<file path="src/sv/glyph_text_layout_unit_macros.svh">
// ----------------------------------------------------------------------------
// Glyph text layout unit assertion macros
// Concurrent assertion wrappers; define NO_ASSERTIONS to compile them out.
// ----------------------------------------------------------------------------
`ifndef GLYPH_TEXT_LAYOUT_UNIT_MACROS_SVH
`define GLYPH_TEXT_LAYOUT_UNIT_MACROS_SVH

`ifndef NO_ASSERTIONS

// same-cycle implication
`define GTL_ASSERT_IMP(label, clk, rst, ante, cons, msg) \
   label: assert property (@(posedge clk) disable iff (rst) (ante) |-> (cons)) \
      else $error(msg);

// next-cycle implication
`define GTL_ASSERT_NXT(label, clk, rst, ante, cons, msg) \
   label: assert property (@(posedge clk) disable iff (rst) (ante) |=> (cons)) \
      else $error(msg);

`else

`define GTL_ASSERT_IMP(label, clk, rst, ante, cons, msg)

`define GTL_ASSERT_NXT(label, clk, rst, ante, cons, msg)

`endif

`endif

</file>
<file path="src/sv/gtl_pkg.sv">
// ----------------------------------------------------------------------------
// Glyph text layout package
// Request, response, table entry and command types, function and CSR codes.
// ----------------------------------------------------------------------------
package gtl_pkg;

   localparam logic FUNC_LOAD  = 1'b0;
   localparam logic FUNC_PLACE = 1'b1;

   localparam int CSR_IDX_W  = 4;
   localparam int CSR_DATA_W = 16;

   localparam logic [CSR_IDX_W-1:0] CSR_GLYPH_COUNT = 4'd0;
   localparam logic [CSR_IDX_W-1:0] CSR_EM_SIZE     = 4'd1;
   localparam logic [CSR_IDX_W-1:0] CSR_FB_WIDTH    = 4'd2;
   localparam logic [CSR_IDX_W-1:0] CSR_FB_HEIGHT   = 4'd3;

   localparam logic [12:0] FB_WIDTH_RST  = 13'd320;
   localparam logic [12:0] FB_HEIGHT_RST = 13'd240;

   typedef struct packed {
      logic               func;
      logic [7:0]         entry_index;
      logic [7:0]         glyph_code;
      logic [7:0]         glyph_width;
      logic [7:0]         glyph_height;
      logic signed [7:0]  glyph_hshift;
      logic signed [7:0]  glyph_vshift;
      logic [31:0]        glyph_offset;
      logic               string_start;
      logic signed [15:0] start_x;
      logic signed [15:0] start_y;
   } gtl_req_type;

   typedef struct packed {
      logic               found;
      logic signed [15:0] draw_x;
      logic signed [15:0] draw_y;
      logic signed [31:0] origin_address;
      logic [7:0]         out_width;
      logic [7:0]         out_height;
      logic [31:0]        out_offset;
   } gtl_rsp_type;

   // one glyph table row
   typedef struct packed {
      logic [7:0]  code;
      logic [7:0]  width;
      logic [7:0]  height;
      logic [7:0]  hshift;
      logic [7:0]  vshift;
      logic [31:0] offset;
   } gtl_entry_type;

   // controller to datapath
   typedef struct packed {
      logic accept_place;
      logic write_entry;
      logic rd_en;
      logic capture;
      logic do_pos;
      logic do_ofs;
      logic do_mul;
      logic emit;
      logic emit_found;
   } gtl_cmd_type;

endpackage

</file>
<file path="src/sv/gtl_ctrl.sv">
// ----------------------------------------------------------------------------
// Glyph text layout controller
// Sequences table writes, the linear code search and the placement steps.
// ----------------------------------------------------------------------------
module gtl_ctrl #(
   parameter int MAX_GLYPHS = 256,
   localparam int CNT_W     = $clog2(MAX_GLYPHS + 1),
   localparam int IDX_W     = (MAX_GLYPHS > 1) ? $clog2(MAX_GLYPHS) : 1
) (
   input  logic                 clock,
   input  logic                 reset,
   input  logic                 start,
   input  logic                 func,
   input  logic [CNT_W-1:0]     limit,
   input  logic                 code_match,
   output logic                 busy,
   output gtl_pkg::gtl_cmd_type cmd,
   output logic [IDX_W-1:0]     rd_addr
);

   import gtl_pkg::*;

   typedef enum logic [5:0] {
      S_IDLE   = 6'b000001,
      S_SEARCH = 6'b000010,
      S_POS    = 6'b000100,
      S_OFS    = 6'b001000,
      S_MUL    = 6'b010000,
      S_EMIT   = 6'b100000
   } state_type;

   state_type        state_ff, state_in;
   logic [CNT_W-1:0] cnt_ff, cnt_in;
   logic             pend_ff, pend_in;
   logic             hit_ff, hit_in;
   logic             issue;

   assign issue   = (cnt_ff < limit);
   assign busy    = (state_ff != S_IDLE);
   assign rd_addr = cnt_ff[IDX_W-1:0];

   always_comb begin
      cmd      = '0;
      state_in = state_ff;
      cnt_in   = cnt_ff;
      pend_in  = pend_ff;
      hit_in   = hit_ff;
      unique case (state_ff)
         S_IDLE: begin
            if (start) begin
               if (func == FUNC_PLACE) begin
                  cmd.accept_place = 1'b1;
                  cnt_in           = '0;
                  pend_in          = 1'b0;
                  hit_in           = 1'b0;
                  state_in         = S_SEARCH;
               end else begin
                  cmd.write_entry = 1'b1;
               end
            end
         end
         S_SEARCH: begin
            // data of the read issued last cycle is checked while the next read goes out
            if (pend_ff && code_match) begin
               cmd.capture = 1'b1;
               hit_in      = 1'b1;
               pend_in     = 1'b0;
               state_in    = S_POS;
            end else if (issue) begin
               cmd.rd_en = 1'b1;
               cnt_in    = cnt_ff + 1'b1;
               pend_in   = 1'b1;
            end else begin
               pend_in = 1'b0;
               if (!pend_ff) begin
                  state_in = S_EMIT;
               end
            end
         end
         S_POS: begin
            cmd.do_pos = 1'b1;
            state_in   = S_OFS;
         end
         S_OFS: begin
            cmd.do_ofs = 1'b1;
            state_in   = S_MUL;
         end
         S_MUL: begin
            cmd.do_mul = 1'b1;
            state_in   = S_EMIT;
         end
         S_EMIT: begin
            cmd.emit       = 1'b1;
            cmd.emit_found = hit_ff;
            state_in       = S_IDLE;
         end
         default: begin
            state_in = S_IDLE;
         end
      endcase
   end

   always_ff @(posedge clock) begin
      if (reset) begin
         state_ff <= S_IDLE;
         cnt_ff   <= '0;
         pend_ff  <= 1'b0;
         hit_ff   <= 1'b0;
      end else begin
         state_ff <= state_in;
         cnt_ff   <= cnt_in;
         pend_ff  <= pend_in;
         hit_ff   <= hit_in;
      end
   end

endmodule

</file>
<file path="config.mk">
export PLATFORM = sky130hd
export DESIGN_NAME = gtl_ctrl
export DESIGN_NICKNAME = d
export VERILOG_FILES = /design/src/sv/glyph_text_layout_unit_macros.svh /design/src/sv/gtl_pkg.sv /design/src/sv/gtl_ctrl.sv
export SDC_FILE = /design/constraint.sdc
export NUM_CORES = 1
export LEC_CHECK = 0
export ABC_CLOCK_PERIOD_IN_PS = 4000
export BUFFER_PORTS_ARGS = -buffer_cell sky130_fd_sc_hd__buf_2
export CAP_MARGIN = 20
export CORE_MARGIN = 10
export CORE_UTILIZATION = 56
export CTS_CLUSTER_SIZE = 25
export DETAILED_ROUTE_END_ITERATION = 7
export PLACE_DENSITY = 0.86
export SLEW_MARGIN = 20
export SYNTH_ARGS = -nofsm -noshare
export SYNTH_HDL_FRONTEND = slang
export SYNTH_SLANG_ARGS = --single-unit
</file>
<file path="constraint.sdc">
create_clock -name clock -period 4 [get_ports clock]
set_clock_uncertainty 0.15 [all_clocks]
set_input_delay 1 -clock clock [delete_from_list [all_inputs] [get_ports clock]]
set_output_delay 1 -clock clock [all_outputs]
set_load 0.005 [all_outputs]
</file>
* Word level (Yosys, flattened, before mapping)
Cells that the tools add are included.
** Storage, ports and cells
- Flip-flop bits (word level) :: 17
- Output and inout port bits :: 18
- Logic and storage cells :: 54
** Operators by class
- $add $sub $neg :: 1
- $lt $le $gt $ge :: 1
- Equality and inequality tests :: 14
- Muxes and demuxes :: 28
- Reduce and logical (&&, ||, !) cells :: 6
** Operator list (count)
- $mux 9 :: 4
- $mux 6 :: 5
- $pmux 6 s5 :: 1
- $pmux 9 s2 :: 1
- $mux 1 :: 11
- $ne 2x2->1 const B :: 5
- $add 9x1->9 const B :: 1
- $lt 9x9->1 :: 1
- $mux 2 :: 4
- $reduce_and 4->1 :: 2
- $eq 6x1->1 const B :: 1
- $eq 6x2->1 const B :: 1
- $eq 6x3->1 const B :: 1
- $eq 6x4->1 const B :: 1
- $eq 6x5->1 const B :: 1
- $eq 6x6->1 const B :: 1
- $ne 3x3->1 const B :: 2
- $ne 6x1->1 const B :: 1
- $reduce_and 5->1 :: 1
- $pmux 1 s2 :: 2
- $reduce_and 3->1 :: 1
- $reduce_bool 2->1 :: 1
- $logic_and 1x1->1 :: 1

* Depth between registers and ports, before layout
- Depth after elaboration :: 4
- Mapped depth :: 8

* Least setup slack after synthesis
No wires, ideal clock.
- Path type :: input port to output port
- Start point :: in limit[4]
- End point :: out cmd[6] in the netlist's numbering
- Arrival time :: 2206 ps
- Path slack :: 644 ps
- Cell stages on the path :: 8
- Path buffers :: 1
- Path through :: inv_1 > ha_1 > a211oi_1 > o211ai_1 > a21oi_1 > nand2_1 > inv_1 > buf_4
** RTL lines
- from (decl) :: line gtl_ctrl.sv:14 : input logic [CNT_W-1:0] limit,
- to (decl) :: line gtl_ctrl.sv:17 : output gtl_pkg::gtl_cmd_type cmd,

==> flow_summary.ini <==
[status]
status = complete, no violations

[power_and_ir_drop]
power.density_nw_per_um2 = 263.4
p_leak_nw = 0.6604
ir_drop_v = 0.0002484
finalPower_mw = 0.3572

[clocking]
htree_levels = 1
hold_buffers = 0
clk_latency_ns = 0.28
cts_tree = done
cts_sinks = 17
clockRootBuffer = clkbuf_4
cts_resized = 0
cts_buffers = 3
clockBufferDepth = 2
post-cts-setup-buffers = 0
clkTransAtPathRegs_ns = 0.09

[setup_path]
crit_type = in -> out
crit_required_ns = 2.85
path_cells = buf_2 > inv_1 > ha_1 > a211oi_1 > o211ai_1 > a21oi_1 > nand2_1 > inv_1 > buf_2
critPathLaunchType = input port
end_kind = primary output
crit_path_top_delay_cell = a21oi_1
path_max_fanout = 3
cp.arrival_ns = 2.36
cpPeakStageDelay_ns = 0.30

[sta]
relSlewSlack_pct = 70.96
finalSetupViolCount = 0
rsz0062_at_grt = false
hold_ws_ns = 0.3745
worst_pin_slew_ns = 0.4324
fin_ws_ns = 0.4891
finalSetupTns_ns = 0
max_freq_mhz = 284.8
fin_crit_sh_pct = 87.77
hold_violations = 0
timing.final.max_slew_violations = 0
period_needed_ns = 3.511

[grt]
grt_pass1_wl_um = 5085
grt_pass1_vias = 1140
grt_max_degree = 15
grt_usage_pct = 13.75
grt-ovfl-total = 0
grt_use_met2_pct = 21.09
grt.met1_usage_pct = 17.52
antenna_found_initial = 0
grt.met3_usage_pct = 4.515
top_usage_layer = met2

[drt]
vias_per_cell = 5.884
ant_nets = 0
wl_per_cell_um = 14.25
drt_iter0_markers = 77
vias = 1218
dr.pass1.iters = 4
drt-total-wl_um = 2950
drt_drc_violations_left = 0

[floorplanning]
start_util_pct = 60.33
core_area_um2 = 2022
die_area_um2 = 4446
die_h_um = 66.68
boundaryPins = 32
std_cell_rows = 16
die_x_um = 66.68

[logic_synthesis]
synth_compound_area_share_pct = 18.56
synth_mux_area_share_pct = 0.8205
yosys_warnings = 0
ys_types = 35
synth_top_family_by_area = simple AND/OR/NAND/NOR gates
syn-num-nets = 179
yosysSeqAreaShare_pct = 27.90
synth_area_um2 = 1220
syn_avg_cell_area_um2 = 7.820
synthesis.instances = 156
synthSimpleGateAreaFrac_pct = 31.69
synth_fa_ha_area_share_pct = 9.231
synth-seq-cells = 17
synth-xor-area-share_pct = 0.7179

[finish]
synthToLayoutAreaGrowth_pct = 11.18
antenna_cells = 0
drive_gt1_share_pct = 22.78
fin_nets = 204

[job]
max-cap-violations = 0

[placed_design]
gp_congestion = 0.8819
io_buffers = 31
dpl.hpwl_um = 2342
dp_slack_ns = 0.5024

[min_path]
hp-class = reg -> reg
-- path summary, 6_finish.rpt --
path	startpoint	slack (ns)	cells after the start	end
setup / recovery	limit[4]	0.49	9	cmd[6]
hold reg to reg	pend_ff$_SDFFE_PP0P_	0.37	2	pend_ff$_SDFFE_PP0P_
hold / removal	pend_ff$_SDFFE_PP0P_	0.37	2	pend_ff$_SDFFE_PP0P_
setup reg to reg	cnt_ff[4]$_SDFFE_PP0P_	1.69	6	cnt_ff[7]$_SDFFE_PP0P_
-- power breakdown --
group / switching [mW] / total, mW / internal (mW)
clock: 0.0485 / 0.0871 / 0.0387
sequential: 0.0137 / 0.191 / 0.178
combinational: 0.0445 / 0.0788 / 0.0342
total: 0.107 / 0.357 / 0.251
-- Yosys cell counts, drive strengths merged --
cell type	instances	area (um^2)
clkbuf	2	7.510
a31o	1	8.760
nand3	11	55.05
o211a	1	10.01
nor2b	3	18.77
a21oi	14	70.07
xor2	1	8.760
a21o	2	15.01
or2	1	6.260
nor4	3	33.78
buf	10	78.82
and2	2	12.51
nor3	3	15.01
nor3b	7	52.55
dfxtp	17	340.3
mux2i	1	10.01
ha	9	112.6
and3	4	25.02
a211oi	1	7.510
or4	5	38.79
o211ai	7	52.55
nand2	18	70.07
or3	1	6.260
a221o	1	10.01
a31oi	3	18.77
nand4	5	37.53
o21ai	5	25.02
nor2	4	15.01
a211o	1	8.760
inv	13	48.80
-- cells by family (layout without fill, tap and decap cells) --
family	after synthesis	in the layout
xor+xnor	1	1
compound gates	36	36
buf+inv	25	49
flops	17	17
mux	1	1
simple gates	67	67
fa+ha+maj	9	9
-- layout make-up --
class,instances,area [um^2]
Clock buffer,4,26.28
Fill cell,184,665.6
Inverter,13,48.80
Multi-Input combinational cell,114,744.5
Sequential cell,17,340.3
Tap cell,27,33.78
Timing Repair Buffer,32,162.7
-- per-layer routing --
metal | part of all wire (%) | routed length [um]
met5 | 0 | 0
met4 | 0.41 | 12
met3 | 11 | 338
met2 | 44 | 1308
met1 | 44 | 1290
-- critical path, delay by kind of cell --
family | cells | cell delay [ns]
AO/OA/AOI/OAI | 3 | 0.68
adder cells (fa/ha/maj) | 1 | 0.29
buffers and inverters | 4 | 0.27
AND/OR/NAND/NOR | 1 | 0.12
-- registers in the layout, summed over array words and instances, names as in the netlist --
register and count:
state_ff 6, pend_ff 1, hit_ff 1, cnt_ff 9
-- per-stage QoR --
stage | instances | utilization (%) | area (um^2)
after global placement | 203 | 65.78 | 1330
after global routing | 207 | 67.08 | 1356
final | 207 | 67.08 | 1356
after detailed placement | 203 | 65.78 | 1330
after floorplan | 156 | - | 1220
after CTS | 207 | 67.08 | 1356
-- layout by cell type, fill, tap and decap left out, types with 2 or more instances in the layout --
cell / Yosys / routed
buf_2: 0 / 31
nand2_1: 17 / 17
dfxtp_1: 17 / 17
a21oi_1: 14 / 14
inv_1: 13 / 13
nand3_1: 11 / 11
ha_1: 9 / 9
o211ai_1: 7 / 7
nor3b_1: 7 / 7
o21ai_0: 5 / 5
nand4_1: 4 / 4
or4_1: 4 / 4
nor2_1: 4 / 4
and3_1: 4 / 4
nor2b_1: 3 / 3
a31oi_1: 3 / 3
nor3_1: 3 / 3
clkbuf_4: 0 / 3
and2_1: 2 / 2
a21o_1: 2 / 2
nor4_1: 2 / 2
Note: power is estimated with default switching activity, not from simulation.
